===== config.mk =====
export PLATFORM = sky130hd
export DESIGN_NAME = ir_pulse_distance_decoder_flat
export DESIGN_NICKNAME = d
export VERILOG_FILES = /design/src/rtl/core/irpdd_pkg.sv /design/src/rtl/core/irpdd_if.sv /design/src/rtl/core/irpdd_regs.sv /design/src/rtl/core/irpdd_frame.sv /design/src/rtl/core/ir_pulse_distance_decoder.sv /design/src/flat_wrapper.sv
export SDC_FILE = /design/constraint.sdc
export NUM_CORES = 1
export LEC_CHECK = 0
export ABC_AREA = 0
export BUFFER_PORTS_ARGS = -buffer_cell sky130_fd_sc_hd__buf_4
export CORE_MARGIN = 3
export CORE_UTILIZATION = 55
export CTS_CLUSTER_DIAMETER = 200
export DETAILED_ROUTE_END_ITERATION = 16
export HOLD_SLACK_MARGIN = 0.08
export PLACE_DENSITY = 0.75
export SLEW_MARGIN = 20
export SYNTH_ARGS = -nofsm -noshare
export SYNTH_HDL_FRONTEND = slang
export SYNTH_HIERARCHICAL = 1
export SYNTH_SLANG_ARGS = --single-unit

===== constraint.sdc =====
create_clock -name clk -period 6 [get_ports clk]
set_input_delay 0.3 -clock clk [delete_from_list [all_inputs] [get_ports clk]]
set_output_delay 0.3 -clock clk [all_outputs]
set_load 0.005 [all_outputs]

===== src/rtl/core/irpdd_pkg.sv =====
package irpdd_pkg;

  localparam int FRAME_BITS = 16;
  localparam int DUR_W      = 16;
  localparam int POS_W      = 6;
  localparam int SHIFT_W    = 16;
  localparam int ADDR_W     = 4;
  localparam int DATA_W     = 32;

  localparam logic [POS_W-1:0] FRAME_END = POS_W'((2 * FRAME_BITS) % (2 ** POS_W));
  localparam logic [POS_W:0]   FRAME_LEN = (POS_W + 1)'(2 * FRAME_BITS);

  localparam logic [DUR_W-1:0] ZERO_GAP_RST  = DUR_W'(390);
  localparam logic [DUR_W-1:0] ONE_GAP_RST   = DUR_W'(780);
  localparam logic [DUR_W-1:0] ACTIVE_RST    = DUR_W'(390);
  localparam logic [DUR_W-1:0] TOLERANCE_RST = DUR_W'(100);

  typedef enum logic [1:0] {
    REG_ZERO_GAP  = 2'd0,
    REG_ONE_GAP   = 2'd1,
    REG_ACTIVE    = 2'd2,
    REG_TOLERANCE = 2'd3
  } reg_idx_t;

  typedef struct packed {
    logic [DUR_W-1:0] zero_gap_us;
    logic [DUR_W-1:0] one_gap_us;
    logic [DUR_W-1:0] active_us;
    logic [DUR_W-1:0] tolerance_us;
  } cfg_t;

  typedef struct packed {
    logic             s1_valid;
    logic             in_frame;
    logic [POS_W-1:0] position;
  } frame_st_t;

  function automatic logic near_nominal(input logic [DUR_W-1:0] d,
                                        input logic [DUR_W-1:0] nominal,
                                        input logic [DUR_W-1:0] tol);
    logic [DUR_W-1:0] diff;
    diff = (d >= nominal) ? (d - nominal) : (nominal - d);
    return diff <= tol;
  endfunction

endpackage


===== src/rtl/core/irpdd_if.sv =====
interface ir_dur_if;
  logic                       valid;
  logic                       ready;
  logic [irpdd_pkg::DUR_W-1:0] duration_us;
  logic                       frame_start;

  modport source (output valid, duration_us, frame_start, input ready);
  modport sink   (input valid, duration_us, frame_start, output ready);
endinterface

interface ir_res_if;
  logic       valid;
  logic       ready;
  logic       status;
  logic [1:0] reserved_bits;
  logic [1:0] team_id;
  logic [3:0] player_num;
  logic [3:0] special_bits;
  logic [3:0] damage_value;

  modport source (output valid, status, reserved_bits, team_id, player_num,
                  special_bits, damage_value, input ready);
  modport sink   (input valid, status, reserved_bits, team_id, player_num,
                  special_bits, damage_value, output ready);
endinterface


===== src/rtl/core/irpdd_regs.sv =====
module irpdd_regs (
  input  logic                          clk,
  input  logic                          rst,
  input  logic                          psel,
  input  logic                          penable,
  input  logic                          pwrite,
  input  logic [irpdd_pkg::ADDR_W-1:0]  paddr,
  input  logic [irpdd_pkg::DATA_W-1:0]  pwdata,
  output logic [irpdd_pkg::DATA_W-1:0]  prdata,
  output logic                          pready,
  output irpdd_pkg::cfg_t               cfg
);

  irpdd_pkg::reg_idx_t idx;
  logic                wr;

  assign pready = 1'b1;
  assign idx    = irpdd_pkg::reg_idx_t'(paddr[3:2]);
  assign wr     = psel && penable && pwrite && pready;

  always_ff @(posedge clk) begin
    if (rst) begin
      cfg.zero_gap_us  <= irpdd_pkg::ZERO_GAP_RST;
      cfg.one_gap_us   <= irpdd_pkg::ONE_GAP_RST;
      cfg.active_us    <= irpdd_pkg::ACTIVE_RST;
      cfg.tolerance_us <= irpdd_pkg::TOLERANCE_RST;
    end else if (wr) begin
      case (idx)
        irpdd_pkg::REG_ZERO_GAP:  cfg.zero_gap_us  <= pwdata[irpdd_pkg::DUR_W-1:0];
        irpdd_pkg::REG_ONE_GAP:   cfg.one_gap_us   <= pwdata[irpdd_pkg::DUR_W-1:0];
        irpdd_pkg::REG_ACTIVE:    cfg.active_us    <= pwdata[irpdd_pkg::DUR_W-1:0];
        irpdd_pkg::REG_TOLERANCE: cfg.tolerance_us <= pwdata[irpdd_pkg::DUR_W-1:0];
        default: ;
      endcase
    end
  end

  always_comb begin
    case (idx)
      irpdd_pkg::REG_ZERO_GAP:  prdata = irpdd_pkg::DATA_W'(cfg.zero_gap_us);
      irpdd_pkg::REG_ONE_GAP:   prdata = irpdd_pkg::DATA_W'(cfg.one_gap_us);
      irpdd_pkg::REG_ACTIVE:    prdata = irpdd_pkg::DATA_W'(cfg.active_us);
      irpdd_pkg::REG_TOLERANCE: prdata = irpdd_pkg::DATA_W'(cfg.tolerance_us);
      default:                  prdata = '0;
    endcase
  end

endmodule


===== src/rtl/core/irpdd_frame.sv =====
module irpdd_frame (
  input  logic                  clk,
  input  logic                  rst,
  input  irpdd_pkg::cfg_t       cfg,
  ir_dur_if.sink                pulse,
  ir_res_if.source              res,
  output irpdd_pkg::frame_st_t  st
);

  logic                              s1_valid;
  logic [irpdd_pkg::DUR_W-1:0]       s1_dur;
  logic                              s1_start;

  logic                              in_frame;
  logic [irpdd_pkg::POS_W-1:0]       position;
  logic [irpdd_pkg::SHIFT_W-1:0]     bit_shift;
  logic                              pending_bit;
  logic                              error_seen;

  logic                              in_frame_next;
  logic [irpdd_pkg::POS_W-1:0]       position_next;
  logic [irpdd_pkg::SHIFT_W-1:0]     bit_shift_next;
  logic                              pending_bit_next;
  logic                              error_seen_next;

  logic                              advance;
  logic                              fire;
  logic                              emit;
  logic                              near_zero;
  logic                              near_one;
  logic                              near_active;
  logic [irpdd_pkg::POS_W-1:0]       position_inc;
  logic [irpdd_pkg::SHIFT_W-1:0]     value;

  assign advance     = !res.valid || res.ready;
  assign fire        = s1_valid && advance;
  assign pulse.ready = !s1_valid || advance;

  assign near_zero   = irpdd_pkg::near_nominal(s1_dur, cfg.zero_gap_us, cfg.tolerance_us);
  assign near_one    = irpdd_pkg::near_nominal(s1_dur, cfg.one_gap_us, cfg.tolerance_us);
  assign near_active = irpdd_pkg::near_nominal(s1_dur, cfg.active_us, cfg.tolerance_us);
  assign position_inc = position + irpdd_pkg::POS_W'(1);

  always_comb begin
    in_frame_next    = in_frame;
    position_next    = position;
    bit_shift_next   = bit_shift;
    pending_bit_next = pending_bit;
    error_seen_next  = error_seen;
    emit             = 1'b0;
    if (s1_start) begin
      in_frame_next    = 1'b1;
      position_next    = '0;
      bit_shift_next   = '0;
      pending_bit_next = 1'b0;
      error_seen_next  = 1'b0;
    end else if (in_frame) begin
      if (!position[0]) begin
        pending_bit_next = !near_zero && near_one;
        if (!near_zero && !near_one) begin
          error_seen_next = 1'b1;
        end
      end else begin
        if (!near_active) begin
          error_seen_next = 1'b1;
        end
        bit_shift_next = {bit_shift[irpdd_pkg::SHIFT_W-2:0], pending_bit};
      end
      position_next = position_inc;
      if (position_inc == irpdd_pkg::FRAME_END) begin
        emit          = 1'b1;
        in_frame_next = 1'b0;
        position_next = '0;
      end
    end
  end

  assign value = error_seen_next ? '0 : bit_shift_next;

  always_ff @(posedge clk) begin
    if (rst) begin
      s1_valid <= 1'b0;
    end else if (pulse.ready) begin
      s1_valid <= pulse.valid;
    end
    if (pulse.valid && pulse.ready) begin
      s1_dur   <= pulse.duration_us;
      s1_start <= pulse.frame_start;
    end
  end

  always_ff @(posedge clk) begin
    if (rst) begin
      in_frame    <= 1'b0;
      position    <= '0;
      bit_shift   <= '0;
      pending_bit <= 1'b0;
      error_seen  <= 1'b0;
    end else if (fire) begin
      in_frame    <= in_frame_next;
      position    <= position_next;
      bit_shift   <= bit_shift_next;
      pending_bit <= pending_bit_next;
      error_seen  <= error_seen_next;
    end
  end

  always_ff @(posedge clk) begin
    if (rst) begin
      res.valid <= 1'b0;
    end else if (advance) begin
      res.valid <= fire && emit;
    end
    if (fire && emit) begin
      res.status        <= error_seen_next;
      res.reserved_bits <= value[15:14];
      res.team_id       <= value[13:12];
      res.player_num    <= value[11:8];
      res.special_bits  <= value[7:4];
      res.damage_value  <= value[3:0];
    end
  end

  assign st.s1_valid = s1_valid;
  assign st.in_frame = in_frame;
  assign st.position = position;

endmodule


===== src/rtl/core/ir_pulse_distance_decoder.sv =====
// Channel   Role    Transaction
// pulse     sink    one measured duration_us with its frame_start flag
// frame     source  one decoded frame: status plus the five bit fields
// APB       slave   write/read of zero_gap_us, one_gap_us, active_us, tolerance_us
//
// One pulse per cycle sustained while no frame result is stalled; a pulse passes through
// the input register, the decode step and then the result register.
// A frame result appears after the 32nd duration following a start pulse.
// rst is synchronous, active high; it clears control state and loads register defaults.
// A stalled frame result holds; at most one further pulse enters the input register meanwhile.
module ir_pulse_distance_decoder (
  input  logic                          clk,
  input  logic                          rst,
  ir_dur_if.sink                        pulse,
  ir_res_if.source                      frame,
  input  logic                          psel,
  input  logic                          penable,
  input  logic                          pwrite,
  input  logic [irpdd_pkg::ADDR_W-1:0]  paddr,
  input  logic [irpdd_pkg::DATA_W-1:0]  pwdata,
  output logic [irpdd_pkg::DATA_W-1:0]  prdata,
  output logic                          pready
);

  irpdd_pkg::cfg_t      cfg;
  irpdd_pkg::frame_st_t st;

  irpdd_regs u_regs (
    .clk     (clk),
    .rst     (rst),
    .psel    (psel),
    .penable (penable),
    .pwrite  (pwrite),
    .paddr   (paddr),
    .pwdata  (pwdata),
    .prdata  (prdata),
    .pready  (pready),
    .cfg     (cfg)
  );

  irpdd_frame u_frame (
    .clk   (clk),
    .rst   (rst),
    .cfg   (cfg),
    .pulse (pulse),
    .res   (frame),
    .st    (st)
  );

`ifndef SYNTH
  a_idle_pos_zero: assert property (@(posedge clk) disable iff (rst)
    !st.in_frame |-> st.position == '0)
    else $error("position nonzero outside a frame");

  a_pos_in_range: assert property (@(posedge clk) disable iff (rst)
    st.in_frame |-> {1'b0, st.position} < irpdd_pkg::FRAME_LEN)
    else $error("position past frame length");

  a_invalid_zero: assert property (@(posedge clk) disable iff (rst)
    frame.valid && frame.status |-> frame.reserved_bits == '0 && frame.team_id == '0 &&
      frame.player_num == '0 && frame.special_bits == '0 && frame.damage_value == '0)
    else $error("invalid frame carries nonzero fields");

  a_result_from_frame: assert property (@(posedge clk) disable iff (rst)
    $rose(frame.valid) |-> $past(st.in_frame) && $past(st.s1_valid))
    else $error("result produced without an open frame");
`endif

endmodule


===== src/flat_wrapper.sv =====
// flat-port wrapper written by rule: the top's interface ports become plain ports
module ir_pulse_distance_decoder_flat 
  (clk, rst, psel, penable, pwrite, paddr, pwdata, prdata, pready, pulse_valid, pulse_duration_us, pulse_frame_start, pulse_ready, frame_valid, frame_status, frame_reserved_bits, frame_team_id, frame_player_num, frame_special_bits, frame_damage_value, frame_ready);
  ir_dur_if pulse_i ();
  ir_res_if frame_i ();
  input  logic clk;
  input  logic rst;
  input  logic psel;
  input  logic penable;
  input  logic pwrite;
  input  logic [irpdd_pkg::ADDR_W-1:0] paddr;
  input  logic [irpdd_pkg::DATA_W-1:0] pwdata;
  output logic [irpdd_pkg::DATA_W-1:0] prdata;
  output logic pready;
  input wire logic [$bits(pulse_i.valid)-1:0] pulse_valid;
  input wire logic [$bits(pulse_i.duration_us)-1:0] pulse_duration_us;
  input wire logic [$bits(pulse_i.frame_start)-1:0] pulse_frame_start;
  output wire logic [$bits(pulse_i.ready)-1:0] pulse_ready;
  output wire logic [$bits(frame_i.valid)-1:0] frame_valid;
  output wire logic [$bits(frame_i.status)-1:0] frame_status;
  output wire logic [$bits(frame_i.reserved_bits)-1:0] frame_reserved_bits;
  output wire logic [$bits(frame_i.team_id)-1:0] frame_team_id;
  output wire logic [$bits(frame_i.player_num)-1:0] frame_player_num;
  output wire logic [$bits(frame_i.special_bits)-1:0] frame_special_bits;
  output wire logic [$bits(frame_i.damage_value)-1:0] frame_damage_value;
  input wire logic [$bits(frame_i.ready)-1:0] frame_ready;
  assign pulse_i.valid = pulse_valid;
  assign pulse_i.duration_us = pulse_duration_us;
  assign pulse_i.frame_start = pulse_frame_start;
  assign pulse_ready = pulse_i.ready;
  assign frame_valid = frame_i.valid;
  assign frame_status = frame_i.status;
  assign frame_reserved_bits = frame_i.reserved_bits;
  assign frame_team_id = frame_i.team_id;
  assign frame_player_num = frame_i.player_num;
  assign frame_special_bits = frame_i.special_bits;
  assign frame_damage_value = frame_i.damage_value;
  assign frame_i.ready = frame_ready;
  ir_pulse_distance_decoder u_core (.clk(clk), .rst(rst), .pulse(pulse_i), .frame(frame_i), .psel(psel), .penable(penable), .pwrite(pwrite), .paddr(paddr), .pwdata(pwdata), .prdata(prdata), .pready(pready));
endmodule

Yosys cells after proc, flatten, opt, wreduce, memory -nomap -nowiden. Cells that the tools add are included.

Flip-flop bits (word level): 125. Output and inout port bits: 52.

Add/subtract/negate cells: 7. $lt $le $gt $ge: 6. Equal/unequal tests: 5. Mux-type cells: 24. Reductions and logical operators: 21.

Operators by type and width (count): $pmux 32 s4 (1); $mux 16 (6); $sub 16x16->16 (6); $ge 16x16->1 (3); $le 16x16->1 (3); $mux 6 (3); $mux 1 (14); $reduce_and 2->1 (5); $logic_and 1x1->1 (7); $add 6x1->6 const B (1); $eq 6x6->1 const B (1); $eq 2x2->1 const B (2); $logic_not 1->1 (4); $reduce_and 3->1 (1); $eq 2x1->1 const B (1); $logic_not 2->1 (1); $logic_or 1x1->1 (2); $ne 2x2->1 const B (1); $reduce_bool 2->1 (1).

Longest topological paths before layout.
Depth after elaboration: 9. Gate-level depth with buffers: 22. Depth with buffers taken out: 20.

Modules after synthesis. The synthesis kept the hierarchy.

Modules (own cells, without submodules): irpdd_frame (times used 1, cells an instance 960, area each 7922.6 sq um); irpdd_regs (times used 1, cells an instance 294, area each 3134.3 sq um).

Least setup slack after synthesis. OpenSTA, ideal clock, no wires.

Path kind: register -> register. Start: register u_core/u_frame/s1_dur[0] (netlist name). End: register u_core.u_frame.res.player_num[0], data pin. Data arrival time: 4.719 ns. Path slack: 1.101 ns. Stages on the path, launching flop included: 23. Clock period less this slack: 4.899 ns. Cell sequence: edfxtp_1 inv_1 ha_1 inv_1 fa_1 a21o_1 a21o_1 a31o_1 a31oi_1 o21ai_1 a311oi_4 buf_6 mux2_2 ha_1 nor2b_1 o21a_1 o21a_1 o21bai_1 a21oi_1 o32ai_1 o221ai_1 clkbuf_1 a221oi_1.

Longest elaborated chain between the ends: 9.

RTL lines: start, declared (RTL line irpdd_frame.sv:11) `logic [irpdd_pkg::DUR_W-1:0] s1_dur;`; start signal, assigned (RTL line irpdd_frame.sv:87) `s1_dur <= pulse.duration_us;`; $sub 16x16->16 or $ge 16x16->1 (tied branches) (RTL line irpdd_pkg.sv:42) `diff = (d >= nominal) ? (d - nominal) : (nominal - d);`; $mux 16 (RTL line irpdd_pkg.sv:42); $le 16x16->1 (RTL line irpdd_pkg.sv:43) `return diff <= tol;`; $logic_not 1->1 (RTL line irpdd_frame.sv:60) `if (!near_zero && !near_one) begin`; $logic_and 1x1->1 (RTL line irpdd_frame.sv:60); $mux 1 (RTL line irpdd_frame.sv:60); $mux 1 (*) (RTL line irpdd_frame.sv:58) `if (!position[0]) begin`; $mux 1 (*) (RTL line irpdd_frame.sv:57) `end else if (in_frame) begin`; $mux 1 (*) (RTL line irpdd_frame.sv:51) `if (s1_start) begin`; end signal, assigned (RTL line irpdd_frame.sv:118) `res.player_num <= value[11:8];`; end, declared (RTL line irpdd_if.sv:21) `modport source (output valid, status, reserved_bits, team_id, player_num,`.

Every way passes the cells marked *; elsewhere a longest branch is shown, timed or not. A chain may end at the register's enable or synchronous reset.

Final worst setup path.
Start: register u_core/u_frame/s1_dur[0] (netlist name). End: register u_core.u_frame.res.team_id[1], data pin.

Longest elaborated chain between the ends: 9.

RTL lines: $sub 16x16->16 or $ge 16x16->1 (tied branches) (RTL line irpdd_pkg.sv:42); $mux 16 (RTL line irpdd_pkg.sv:42); $le 16x16->1 (RTL line irpdd_pkg.sv:43); $logic_not 1->1 (RTL line irpdd_frame.sv:60); $logic_and 1x1->1 (RTL line irpdd_frame.sv:60); $mux 1 (RTL line irpdd_frame.sv:60); $mux 1 (*) (RTL line irpdd_frame.sv:58); $mux 1 (*) (RTL line irpdd_frame.sv:57); $mux 1 (*) (RTL line irpdd_frame.sv:51); end signal, assigned (RTL line irpdd_frame.sv:117) `res.team_id <= value[13:12];`; end, declared (RTL line irpdd_if.sv:21).

Marked as above.

==> summary.md <==
| Metric | Value |
|---|---|
| Outcome | completed |
| Max-slew violations | 0 |
| CTS root buffer | clkbuf_16 |
| Critical Path, Cell by Cell | inv_1 > ha_1 > inv_1 > fa_1 > a21o_1 > a21oi_1 > a211oi_2 > o32ai_4 > buf_4 > mux2i_1 > a221o_1 > a41oi_1 > xnor2_1 > ha_1 > nand4_1 > or2_2 > o31ai_1 > o221ai_1 > buf_4 > a221oi_1 |
| HP Start | pulse_valid |
| Setup repair after global routing missed its margin | no |
| Die height | 148 um |
| Clock slew at reported path FFs | 0.06 ns |
| Worst Hold Slack | 0.123 ns |
| Setup CP Type | register to register |
| Diodes inserted | 0 |
| TritonCTS clock tree | yes |
| Port bufs | 76 |
| Clock Sinks | 125 |
| Worst Tran Pin Value | 0.992 ns |
| Number of max-cap violations | 0 |
| Mapped Avg Cell Area | 8.82 um^2 |
| Die Wd | 148 um |
| Most common cell after layout, fill and taps aside | ha_1 |
| Ys Warns | 6 |
| Period minus WS final | 5.65 ns |
| Worst r2r src | u_core/u_frame/s1_dur[0] |
| Total die area | 21800 um^2 |
| Syn Inst Count | 1252 |
| Number of CTS-inserted buffers | 17 |
| Final Cycle Share | 0.942 |
| Avg WL per Cell | 18.9 um |
| Longest Clk Path Bufs | 2 |
| Routing usage on met1 | 0.359 |
| Cts repair resizes | 0 |
| Post-Route WL | 30000 um |
| Total negative slack | 0 ns |
| Relative slew margins | 0.338 |
| DR iter-0 viols | 947 |
| CP max FO | 18 |
| Delay-heaviest family, CP | compound AO/OA/AOI/OAI gates |
| Placeable core region | 19600 um^2 |
| Filler cells | 1659 |
| Final hold vios | 0 |
| Most frequent cells in the layout | 142 x ha_1, 100 x inv_1, 91 x dfxtp_1 |
| DP HPWL | 22500 um |
| GRT overflow | 0 |
| Vias/cell | 6.01 |
| CTS H-tree lvls | 4 |
| Number of placement rows | 51 |
| Layout cells sized above 1 | 0.124 |
| Nets@finish | 1515 |
| Leak | 5.56 nW |
| Post-Syn Area | 11000 um^2 |
| GR Util met3 | 0.0441 |
| Crit path from | u_core/u_frame/s1_dur[0] |
| Peak supply drop | 199 uV |
| I/O pin total | 112 |
| Global route hottest layer | met2 |
| Met2 Use GR | 0.454 |
| Global-route usage over all layers | 0.271 |
| Clk Latency, worst-skew pair | 0.43 ns |
| Worst EP arrival | 5.87 ns |
| GPL Wtd Cong | 0.928 |
| Setup violations, final | 0 |
| Synth-to-Final Area Change | 12.8% |
| DRT Pass-1 Iters | 5 |
| Residual DRC | 0 |
| CP Launch Type | register |
| Critical path's slowest cell | o31ai_1 |
| Max stage delay on crit path | 0.52 ns |
| Crit path required time | 6.22 ns |
| Antenna violations before repair | 0 |
| Largest net degree at the start of global routing | 115 |
| HP Class | input port to register |
| Antenna viol nets, final | 0 |
| Post-route clock skew | 0.0166 ns |
| First-pass GRT wire length | 47000 um |
| Max Freq | 0.177 GHz |
| PwrDens | 227 nW/um^2 |
| CP Capture Type | register |
| DR vias | 9526 |
| Bufs and invs on worst path | 4 |
| Vias in the first global route | 9127 |
| Starting density of the core | 0.564 |
-- final cells by class --
| class | count | area [um^2] | share of cell area |
|---|---|---|---|
| clock buffers | 17 | 425 | 0.0342 |
| clock inverters | 15 | 201 | 0.0162 |
| inverters | 101 | 379 | 0.0304 |
| multi-input cells | 956 | 7430 | 0.597 |
| flip-flops and latches | 125 | 2840 | 0.228 |
| well taps | 265 | 332 | 0.0266 |
| repair buffers | 106 | 838 | 0.0673 |
-- what timing repair did --
| item | in CTS | in global routing |
|---|---|---|
| hold buffers | 17 | 0 |
| endpoints found under the hold margin | 17 | 0 |
| buffers inserted | 0 | 0 |
-- registers in the layout, indices dropped and copies added (netlist names), 4 cells and up --
signal                           flops
u_core/u_frame/bit_shift            16
u_core/u_frame/position              6
u_core/u_frame/res.damage_value      4
u_core/u_frame/res.player_num        4
u_core/u_frame/res.special_bits      4
u_core/u_frame/s1_dur               16
u_core/u_regs/cfg                   64
-- worst register-to-register path, delay by kind of cell (launching register included) --
kind                       cells  cell delay [ns]
adders and majority gates      3             0.85
AOI/OAI and AO/OA              9             2.77
and+or+nand+nor                2             0.48
buffers and inverters          4             0.70
xor gates and xnor gates       1             0.10
muxes                          1             0.08
DFF                            1             0.47
-- final timing paths --
kind                                   end  slack, ns  cells past startpoint
max          u_core/u_frame/res.team_id[1]       0.35                     20
min                u_core/u_frame/s1_valid       0.12                      3
max reg2reg  u_core/u_frame/res.team_id[1]       0.35                     20
min reg2reg           u_core/u_regs/cfg[9]       0.50                      2
-- per-layer routing --
layer	vias up	wire, um
met5	-	0
met4	0	764
met3	59	1950
met2	373	14300
met1	4538	13000
li1	4556	-
-- power by group --
part	internal (mW)	total, mW	switching (mW)	leakage, nW
sequential	0.881	0.912	0.0303	1.09
combinational	0.352	0.790	0.438	4.17
clock	0.670	1.12	0.450	0.298
total	1.90	2.82	0.919	5.56
-- metrics by stage --
| stage | util | power, mW | std cells | setup slack (ns) | area, um^2 |
|---|---|---|---|---|---|
| floorplan | - | 1.50 | 1267 | 1.10 | 11100 |
| global placement | 0.595 | 1.68 | 1536 | 0.623 | 11600 |
| detailed placement | 0.595 | 1.69 | 1536 | 0.536 | 11600 |
| CTS | 0.635 | 2.83 | 1585 | 0.473 | 12400 |
| global route | 0.636 | 2.95 | 1585 | 0.147 | 12500 |
| finish | 0.636 | 2.82 | 1585 | 0.348 | 12500 |
No activity file was read; power rests on OpenSTA's default activity.
